[config.mk]
export PLATFORM = sky130hd
export DESIGN_NAME = lexc_cell
export DESIGN_NICKNAME = d
export VERILOG_FILES = /design/src/design/lexc_pkg.sv /design/src/design/lexc_cell.sv
export SDC_FILE = /design/constraint.sdc
export NUM_CORES = 1
export LEC_CHECK = 0
export BUFFER_PORTS_ARGS = -buffer_cell sky130_fd_sc_hd__buf_2
export CAP_MARGIN = 20
export CORE_UTILIZATION = 25
export DETAILED_ROUTE_END_ITERATION = 6
export GPL_TIMING_DRIVEN = 0
export PLACE_DENSITY_LB_ADDON = 0.25
export SLEW_MARGIN = 25
export SYNTH_ARGS = -nofsm -noshare
export SYNTH_HDL_FRONTEND = slang
export SYNTH_SLANG_ARGS = --single-unit
[constraint.sdc]
create_clock -name clk -period 1.35 [get_ports clk]
set_input_delay 0.135 -clock clk [delete_from_list [all_inputs] [get_ports clk]]
set_output_delay 0.135 -clock clk [all_outputs]
set_load 0.01 [all_outputs]
[src/design/lexc_pkg.sv]
`timescale 1ns / 1ps

package lexc_pkg;

  localparam int MAX_LEN = 16;
  localparam int LEN_W = $clog2(MAX_LEN + 2);
  localparam int ENTRIES = 64;
  localparam int ADDR_W = (ENTRIES > 1) ? $clog2(ENTRIES) : 1;
  localparam int CNT_W = $clog2(ENTRIES + 1);
  localparam int IDX_W = 16;
  localparam int TBL_N = 34;

  localparam logic [2:0] CLS_ERROR = 3'd0;
  localparam logic [2:0] CLS_IDENT = 3'd1;
  localparam logic [2:0] CLS_NUMBER = 3'd2;
  localparam logic [2:0] CLS_KEYWORD = 3'd3;
  localparam logic [2:0] CLS_OPER = 3'd4;
  localparam logic [2:0] CLS_DELIM = 3'd5;

  localparam logic [1:0] RUN_NONE = 2'd0;
  localparam logic [1:0] RUN_ALNUM = 2'd1;
  localparam logic [1:0] RUN_OPER = 2'd2;
  localparam logic [1:0] RUN_SINGLE = 2'd3;

  typedef struct packed {
    logic match;
    logic digits;
  } cell_link_t;

  typedef struct packed {
    logic [IDX_W-1:0] idx;
    logic [LEN_W-1:0] len;
    logic [MAX_LEN*8-1:0] chars;
  } sym_row_t;

  typedef struct packed {
    logic hit;
    logic [2:0] cls;
    logic [5:0] code;
  } lookup_t;

  localparam logic [47:0] TBL_TEXT [TBL_N] = '{
    "if", "then", "else", "while", "do", "auto", "int", "double", "for", "void",
    "string", "cout",
    ">", "<", "=", ">=", "<=", "&&", "||", "+", "-", "*", "/", ">>", "<<", ":=",
    ";", "(", ")", "{", "}", "[", "]", "'"};
  localparam logic [2:0] TBL_LEN [TBL_N] = '{
    3'd2, 3'd4, 3'd4, 3'd5, 3'd2, 3'd4, 3'd3, 3'd6, 3'd3, 3'd4, 3'd6, 3'd4,
    3'd1, 3'd1, 3'd1, 3'd2, 3'd2, 3'd2, 3'd2, 3'd1, 3'd1, 3'd1, 3'd1, 3'd2,
    3'd2, 3'd2,
    3'd1, 3'd1, 3'd1, 3'd1, 3'd1, 3'd1, 3'd1, 3'd1};
  localparam logic [5:0] TBL_CODE [TBL_N] = '{
    6'd0, 6'd1, 6'd2, 6'd3, 6'd4, 6'd5, 6'd6, 6'd7, 6'd8, 6'd9, 6'd10, 6'd11,
    6'd12, 6'd13, 6'd14, 6'd15, 6'd16, 6'd17, 6'd18, 6'd19, 6'd20, 6'd21, 6'd22,
    6'd23, 6'd24, 6'd25,
    6'd26, 6'd27, 6'd28, 6'd29, 6'd30, 6'd31, 6'd32, 6'd34};

  // Matches the open token against the keyword, operator and delimiter lists.
  function automatic lookup_t table_lookup(input logic [MAX_LEN*8-1:0] chars,
                                           input logic [LEN_W-1:0] len);
    lookup_t res;
    logic eq;
    int pos;
    res = '0;
    for (int k = 0; k < TBL_N; k++) begin
      eq = (len == LEN_W'(TBL_LEN[k]));
      for (int j = 0; j < 6; j++) begin
        pos = (int'(TBL_LEN[k]) > j) ? (int'(TBL_LEN[k]) - 1 - j) : 0;
        if (j < int'(TBL_LEN[k]) && chars[j*8 +: 8] != TBL_TEXT[k][pos*8 +: 8]) begin
          eq = 1'b0;
        end
      end
      if (eq) begin
        res.hit = 1'b1;
        res.code = TBL_CODE[k];
        res.cls = (k < 12) ? CLS_KEYWORD : ((k < 26) ? CLS_OPER : CLS_DELIM);
      end
    end
    return res;
  endfunction

endpackage

[src/design/lexc_cell.sv]
`timescale 1ns / 1ps

// One character position of the open token. Each cell adds its own compare
// result to the chain it gets from its left neighbor.
module lexc_cell (
  input  logic               clk,
  input  logic               load,
  input  logic [7:0]         load_char,
  input  logic               active,
  input  logic [7:0]         cmp_char,
  input  lexc_pkg::cell_link_t link_in,
  output lexc_pkg::cell_link_t link_out,
  output logic [7:0]         char_q
);

  always_ff @(posedge clk) begin
    if (load) begin
      char_q <= load_char;
    end
  end

  always_comb begin
    link_out.match = link_in.match & (~active | (char_q == cmp_char));
    link_out.digits = link_in.digits &
                      (~active | (char_q >= 8'h30 && char_q <= 8'h39));
  end

endmodule

# Yosys cells after proc, flatten, opt, wreduce, memory -nomap -nowiden
# Index checks and enable logic that the tools add are counted.
# totals
ff_bits	8
out_inout_bits	10
inputBits	21
# classes
magnitude_cmp	2
n_bitwise	5
reduce_logical	1
eq_ne	1
# ops
op	n
$eq 8x8->1	1
$ge 8x6->1 const B	1
$le 8x6->1 const B	1
$and 1x1->1	2
$or 1x1->1	2
$logic_and 1x1->1	1
$not 1->1	1

# Depth between registers and ports, before layout
# Gate-level depths: netlist of run 1.
# depth
ltp_word	4
mapped_depth	4
mapped_depth_nobuf	4

# Worst setup path after synthesis of run 1
# OpenSTA, ideal clock, no wires.
# synth_path
path_type	reg2out
from	register char_q[1]
to	output port link_out[0] (netlist name)
arrival_ps	1025
path_slack_ps	190
stages_incl_launch_ff	4
cell_sequence	edfxtp_1 > o21ai_0 > nand4_1 > a21boi_0
# synth_rtl
element	line	source
from (decl)	lexc_cell.sv:13	output logic [7:0] char_q
from (signal assigned)	lexc_cell.sv:18	char_q <= load_char;
to (decl)	lexc_cell.sv:12	output lexc_pkg::cell_link_t link_out,

==> flow_summary.toml, run 1 <==
[sta]
slew_headroom_pct = 88.6
fin_crit_ns = 1.45
fmax_ghz = 0.691
rsz0062_at_grt = "true"
hold_violations = 0
worstMarginPinSlew_ns = 0.171
fin_ws_ns = -0.0962
setup_viol = 2
slew_violations = 0
finalCritPeriodShare_pct = 107

[floorplanning]
dieArea_sq_mm = 0.00158
core_area_sq_mm = 0.00132
rows = 13
dieWidth_microns = 39.8
start_util_pct = 27.1
die_h_microns = 39.8
io_pins = 31

[clocking]
htreeDepth = 1
cts_sinks = 8
numCtsBuffers = 3
clockRootBuffer = "clkbuf_4"
clk_pin_slew_ns = 0.05
cts_buffer_depth = 2
cts_tree = "done"

[route]
routed_via_density = 4.12
wl_microns = 647
drc = 0
wire_per_inst_microns = 8.74
final_antenna_net_count = 0
dr_total_vias = 305
dr.first_iter.drc_count = 0
dr.pass1.iters = 1

[layout]
regMostFlops = "char_q"
mostFrequentLayoutCells = "30 x buf_2, 8 x xnor2_1, 8 x edfxtp_1"
regArea_sq_um = 240
area_delta_synth_final_pct = 57.9
final_cells = 74
fill_cells = 131
top_regs = "char_q (8)"
multi_input_area_sq_um = 116
largest_reg_flops = 8
drive_gt1_share_pct = 59.3
utilization_pct = 42.7
final_common_cell = "buf_2"
nNetsFinal = 82
n_antenna_cell = 0

[logic_synthesis]
syn_nets = 45
synth_warnings = 0
synth_seq_area_share_pct = 67.4
synth_area_per_cell_sq_um = 14.9
synthesis.area_sq_um = 357
synth.lib_cells_used.distinct = 8
synth-seq-cells = 8
synth_cells = 24

[worst_setup_path]
end_kind = "output port"
critical_path_class = "flip-flop to output port"
worstPathRequired_ns = 1.22
critPathArrivalTime_ns = 1.31
cp_max_fo = 3
startpoint_type = "flip-flop"

[pwr]
leakage_uw = 0.000249
internal_power_uw = 462
switching_power_uw = 126
power_uw = 588
combPwrFrac_pct = 18.5
seqPwrFrac_pct = 53.1
ir_drop_mv = 0.622
powerDensity_mw_per_mm2 = 1040
swShare_pct = 21.5
clockPowerShare_pct = 28.4

[global_route]
grt_max_degree = 9
grt_pass1_vias = 237
grt_pass1_wl_microns = 828
overflow = 0
track_usage_pct = 8.59
antenna_found_initial = 0

[status]
status = "finished, violations left"
violations = "negative setup slack"

[min_path]
hold_path_depth = 1
worstHoldStart = "load_char[6]"
min_path_type = "primary input to flip-flop"
hold_end = "char_q[6]"

[placement]
gp_congestion = 0.555
dp_cells = 69
place.port_buffers = 30

[job]
drv_cap = 0
metal layers:
metal,vias to the layer above,global-route usage (%),part of all wire [%]
met3,0,3.41,9.4
li1,161,-,-
met4,0,7.76,0
met5,-,0,0
met1,126,8.87,38
met2,18,13.1,53
cell type report:
type	instances	share of cell area (%)
Sequential cell	8	42.7
Timing Repair Buffer	32	29.3
Multi-Input combinational cell	16	20.7
Clock buffer	3	4.00
Tap cell	15	3.33
cell families after synthesis:
logic type,Yosys count,synth area share [%]
flip-flops,8,67.4
XOR/XNOR,8,19.6
AND/OR/NAND/NOR,5,8.07
AO/OA/AOI/OAI,3,4.91
stage by stage:
stage,worst slack [ns],hold slack [ns],area (sq um),TNS [ns]
finish,-0.0962,0.0657,563,-0.143
global route,-0.217,0.0489,563,-0.409
detailed placement,0.0893,0.313,526,0
floorplan,0.190,0.234,357,0
global placement,0.128,0.312,526,0
CTS,-0.129,0.0538,563,-0.213
worst max-delay path, cell delays in order, from the launching register on:
cell and delay, ns:
edfxtp_1 0.41, xnor2_1 0.18, nand4_1 0.11, o21ai_1 0.13, and2_1 0.13, buf_2 0.12
synth_stat cells:
cell type	number	area [sq um]
nand4_1	3	18.8
a21boi_0	1	7.51
o21ai_1	1	5.00
xnor2_1	8	70.1
and2_1	1	6.26
nor2_1	1	3.75
o21ai_0	1	5.00
edfxtp_1	8	240
worst max-delay path by stage:
| stage | start | cells after the start | slack, ns | end |
|---|---|---|---|---|
| after global placement | char_q[1] | 5 | 0.13 | link_out[1] |
| after floorplan | char_q[1] | 3 | 0.19 | link_out[0] |
| final | char_q[3] | 5 | -0.1 | link_out[1] |
| after CTS | char_q[5] | 5 | -0.13 | link_out[1] |
| after detailed placement | char_q[1] | 5 | 0.09 | link_out[1] |
| after global routing | char_q[1] | 5 | -0.22 | link_out[1] |
timing repair:
item	4_1_cts	5_1_grt
setup buffers	2	0
setup endpoints to repair	2	2
gates resized for setup	2	0
hold buffers	0	0
pin swaps	7	1
power groups by stage:
| stage | Combinational [uW] | Sequential, uW | Clock, uW |
|---|---|---|---|
| after detailed placement | 103 | 318 | 0 |
| after global placement | 102 | 318 | 0 |
| final | 109 | 312 | 167 |
| after global routing | 121 | 315 | 191 |
| after CTS | 111 | 313 | 177 |
| after floorplan | 34.7 | 326 | 0 |
No activity file was read; power rests on OpenSTA's default activity.
==> inputs of run 2 (changes only) <==
==> constraint.sdc (replaced) <==
create_clock -name clk -period 1.5 [get_ports clk]
set_input_delay 0.15 -clock clk [delete_from_list [all_inputs] [get_ports clk]]
set_output_delay 0.15 -clock clk [all_outputs]
set_load 0.01 [all_outputs]
==> run 2 against run 1 <==
The run now ends clean. Largest cell class unchanged. Critical path depth did not move. Clock power down 10%. Sequential cell count unchanged. Die area unchanged. Largest power group unchanged. Routed wire length up 0.46%. Worst hold slack gained 0.015 ns.
==> flow_summary.toml, run 2 (synthesis results as in run 1) <==
[worst_setup_path]
startpoint_type = "flip-flop"
crit_chain = "xnor2_1, nand4_1, o21ai_1, and2_1, buf_2"
critPathArrivalTime_ns = 1.33
worst_path_max_delay_cell = "edfxtp_1"
critical_path_class = "flip-flop to output port"
critPathBufInv = 1
end_kind = "output port"
slowest_delay_ns = 0.42
cp_top_family = "flip-flops"
cp.depth = 5
cp_max_fo = 3
worstPathRequired_ns = 1.35

[sta]
setup_viol = 0
slew_violations = 0
holdWs_ns = 0.0807
worstMarginPinSlew_ns = 0.171
finalCritPeriodShare_pct = 98.4
rsz0062_at_grt = "true"
fin_crit_ns = 1.48
slew_headroom_pct = 88.6
hold_violations = 0
fmax_ghz = 0.677

[route]
dr_wl_met2_microns = 347
dr.pass1.iters = 2
wl_microns = 650
met1_length_microns = 241
final_antenna_net_count = 0
wire_per_inst_microns = 8.90
top_layer_used = "met3"
dr.first_iter.drc_count = 3
wl_met3_microns = 61
dr_total_vias = 300
routed_via_density = 4.11
drc = 0

[clocking]
clockRootBuffer = "clkbuf_4"
cts_buffer_depth = 2
cts_tree = "done"
cts_sinks = 8
htreeDepth = 1
clk_pin_slew_ns = 0.05
numCtsBuffers = 3

[pwr]
ir_drop_mv = 0.560
powerDensity_mw_per_mm2 = 948
leakage_uw = 0.000244

[min_path]
min_path_type = "primary input to flip-flop"
hold_path_depth = 1

[global_route]
grt_pass1_vias = 233
track_usage_pct = 8.47
grt_pass1_wl_microns = 814
grt_max_degree = 9
antenna_found_initial = 0
overflow = 0

[layout]
area_delta_synth_final_pct = 55.8
mostFrequentLayoutCells = "30 x buf_2, 8 x xnor2_1, 8 x edfxtp_1"
final_common_cell = "buf_2"
top_regs = "char_q (8)"
utilization_pct = 42.2
fill_cells = 131
nNetsFinal = 81
n_antenna_cell = 0
multi_input_area_sq_um = 116
drive_gt1_share_pct = 58.6
final_cells = 73
regMostFlops = "char_q"
largest_reg_flops = 8
regArea_sq_um = 240

[floorplanning]
die_h_microns = 39.8
dieArea_sq_mm = 0.00158
io_pins = 31
dieWidth_microns = 39.8
rows = 13
start_util_pct = 27.1
core_area_sq_mm = 0.00132

[job]
drv_cap = 0

[placement]
place.port_buffers = 30
dp_cells = 69
gp_congestion = 0.555

[status]
status = "finished, final reports clean"
-- run 2: cell count changes in the layout (fill, tap and decap cells not counted) --
cell	delta
buf_4	-1
-- run 2: report_power, final --
group          switching [uW]  internal [uW]
Sequential               14.0            268
Combinational            39.7           55.0
Clock                    59.6           90.6
-- run 2: path summary, 6_finish.rpt --
| check | startpoint | end | slack (ns) |
|---|---|---|---|
| worst max-delay path | char_q[1] | link_out[1] | 0.02 |
| worst min-delay path | load_char[6] | char_q[6] | 0.08 |
-- run 2: through the flow --
stage	instance area, sq um	power, uW	setup slack [ns]	setup TNS (ns)
global route	556	560	-0.110	-0.110
finish	556	527	0.0235	0
floorplan	357	325	0.325	0
detailed placement	526	379	0.224	0
CTS	556	537	-0.0117	-0.0117
global placement	526	378	0.263	0
-- run 2: cell type report --
type	instances	area share (%)
flip-flops and latches	8	43.2
well taps	15	3.38
multi-input cells	16	20.9
clock buffers	3	4.05
repair buffers	31	28.4
-- run 2: what timing repair did --
item                                    CTS  global route
endpoints found under the setup margin    1             2
pin swaps                                 2             2
gates resized for setup                   0             2
hold buffers                              0             0
setup buffers                             1             0
-- run 2: layer usage --
layer | track usage (%) | up-vias
li1 | - | 159
met2 | 13.1 | 18
met5 | 0 | -
met3 | 3.41 | 0
met1 | 8.51 | 123
met4 | 7.76 | 0
==> inputs of run 3 (changes only) <==
--- a/config.mk
+++ b/config.mk
@@ -7,7 +7,9 @@
 export LEC_CHECK = 0
 export BUFFER_PORTS_ARGS = -buffer_cell sky130_fd_sc_hd__buf_2
 export CAP_MARGIN = 20
-export CORE_UTILIZATION = 25
+export CELL_PAD_IN_SITES_DETAIL_PLACEMENT = 0
+export CELL_PAD_IN_SITES_GLOBAL_PLACEMENT = 1
+export CORE_UTILIZATION = 24
 export DETAILED_ROUTE_END_ITERATION = 6
 export GPL_TIMING_DRIVEN = 0
 export PLACE_DENSITY_LB_ADDON = 0.25
==> run 3 against run 2 <==
Routed wire length grew 9.4%. Sequential share of layout area down 0.58 points. Largest cell class unchanged. Worst setup slack improved by 0.029 ns. Design area increased by 1.4%. Core utilization is essentially flat. Sequential power is essentially flat. Critical path type unchanged. Via count up 2.3%. Global-route usage is 0.62 points lower. Count of clock-buffer cells in the layout unchanged. Sequential cell count unchanged. Clock power increased by 3%. Critical endpoint unchanged. Final cell count rose by 1.4%.
==> flow_summary.toml, run 3 (synthesis results as in run 1) <==
[placement]
pre_cts_ws_ns = 0.269
place.port_buffers = 30
gp_congestion = 0.658
dpl_cell_area_sq_um = 526

[floorplanning]
dieArea_sq_mm = 0.00164
dieWidth_microns = 40.5
core_area_sq_mm = 0.00133
start_util_pct = 26.7
io_pins = 31
rows = 13
die_h_microns = 40.5

[sta]
holdWs_ns = 0.0802
slew_violations = 0
fmax_ghz = 0.691
hold_violations = 0
worstMarginPinSlew_ns = 0.178
fin_ws_ns = 0.0524
rsz0062_at_grt = "true"
setup_viol = 0
finalCritPeriodShare_pct = 96.5
fin_crit_ns = 1.45
slew_headroom_pct = 88.1

[clocking]
cts_buffer_depth = 2
cts_hold_buffers = 0
htreeDepth = 1
clockRootBuffer = "clkbuf_4"
cts_tree = "done"
clk_pin_slew_ns = 0.05
numCtsBuffers = 3
cts_sinks = 8

[worst_setup_path]
critical_path_class = "flip-flop to output port"
end_kind = "output port"
worst_path_max_delay_cell = "edfxtp_1"
slowest_delay_ns = 0.41
cp_max_fo = 3
cp_top_family = "flip-flops"
worstPathRequired_ns = 1.35
critPathBufInv = 1
critPathArrivalTime_ns = 1.30
startpoint_type = "flip-flop"
crit_chain = "xnor2_1, nand4_1, o21ai_1, and2_1, buf_2"

[route]
dr_total_vias = 307
drc = 0
final_antenna_net_count = 0
routed_via_density = 4.15
dr.pass1.iters = 3
wl_microns = 711
wire_per_inst_microns = 9.61
dr.first_iter.drc_count = 8

[global_route]
overflow = 0
grt_max_degree = 9
antenna_found_initial = 0
grt_pass1_vias = 207
track_usage_pct = 7.85
grt_pass1_wl_microns = 800

[pwr]
switching_power_uw = 117
internal_power_uw = 416
ir_drop_mv = 0.433
clockPowerShare_pct = 28.8
swShare_pct = 22.0
combPwrFrac_pct = 18.5
powerDensity_mw_per_mm2 = 947
leakage_uw = 0.000249
seqPwrFrac_pct = 52.6
power_uw = 533

[layout]
top_regs = "char_q (8)"
fill_cells = 145
utilization_pct = 42.2
nNetsFinal = 82
regMostFlops = "char_q"
area_delta_synth_final_pct = 57.9
largest_reg_flops = 8
final_common_cell = "buf_2"
drive_gt1_share_pct = 59.3
n_antenna_cell = 0
design_area_sq_um = 563
mostFrequentLayoutCells = "30 x buf_2, 8 x xnor2_1, 8 x edfxtp_1"

[job]
drv_cap = 0

[min_path]
min_path_type = "primary input to flip-flop"

[status]
status = "finished, final reports clean"
-- run 3: cell types whose count changed in the layout (fill, tap and decap cells not counted), sizes merged --
cell / before / now
buf: 31 / 32
-- run 3: layout make-up --
class / instances / area [sq um] / share of cell area (%)
tap: 15 / 18.8 / 3.33
multi-input combinational: 16 / 116 / 20.7
sequential: 8 / 240 / 42.7
timing repair buffer: 32 / 165 / 29.3
clock buffer: 3 / 22.5 / 4.00
-- run 3: routing by layer --
| layer | routed length (microns) | track usage (%) | share of wire, % |
|---|---|---|---|
| met5 | 0 | 0 | 0 |
| met2 | 327 | 12.3 | 46 |
| met1 | 300 | 9.66 | 42 |
| met4 | 0 | 5.00 | 0 |
| met3 | 83 | 1.67 | 12 |
-- run 3: through the flow --
stage          TNS (ns)  instances
6_report              0         74
5_1_grt         -0.0670         74
4_1_cts               0         73
3_5_place_dp          0         69
3_3_place_gp          0         69
2_1_floorplan         0         24
-- run 3: path summary, 6_finish.rpt --
| check | slack, ns | cells past startpoint | endpoint | start |
|---|---|---|---|---|
| worst min-delay path | 0.08 | 1 | char_q[1] | load_char[1] |
| worst max-delay path | 0.05 | 5 | link_out[1] | char_q[3] |
-- run 3: power by group through the flow --
stage	clock network (uW)	registers, uW	logic [uW]
final	154	280	98.8
after global routing	172	282	107
after CTS	160	281	96.2
after detailed placement	0	286	91.9
after global placement	0	287	91.8
after floorplan	0	294	31.2
-- run 3: repair_timing --
| item | 4_1_cts | 5_1_grt |
|---|---|---|
| setup endpoints to repair | 1 | 2 |
| pin swaps | 0 | 4 |
| resized for setup | 0 | 2 |
| setup buffers | 1 | 1 |
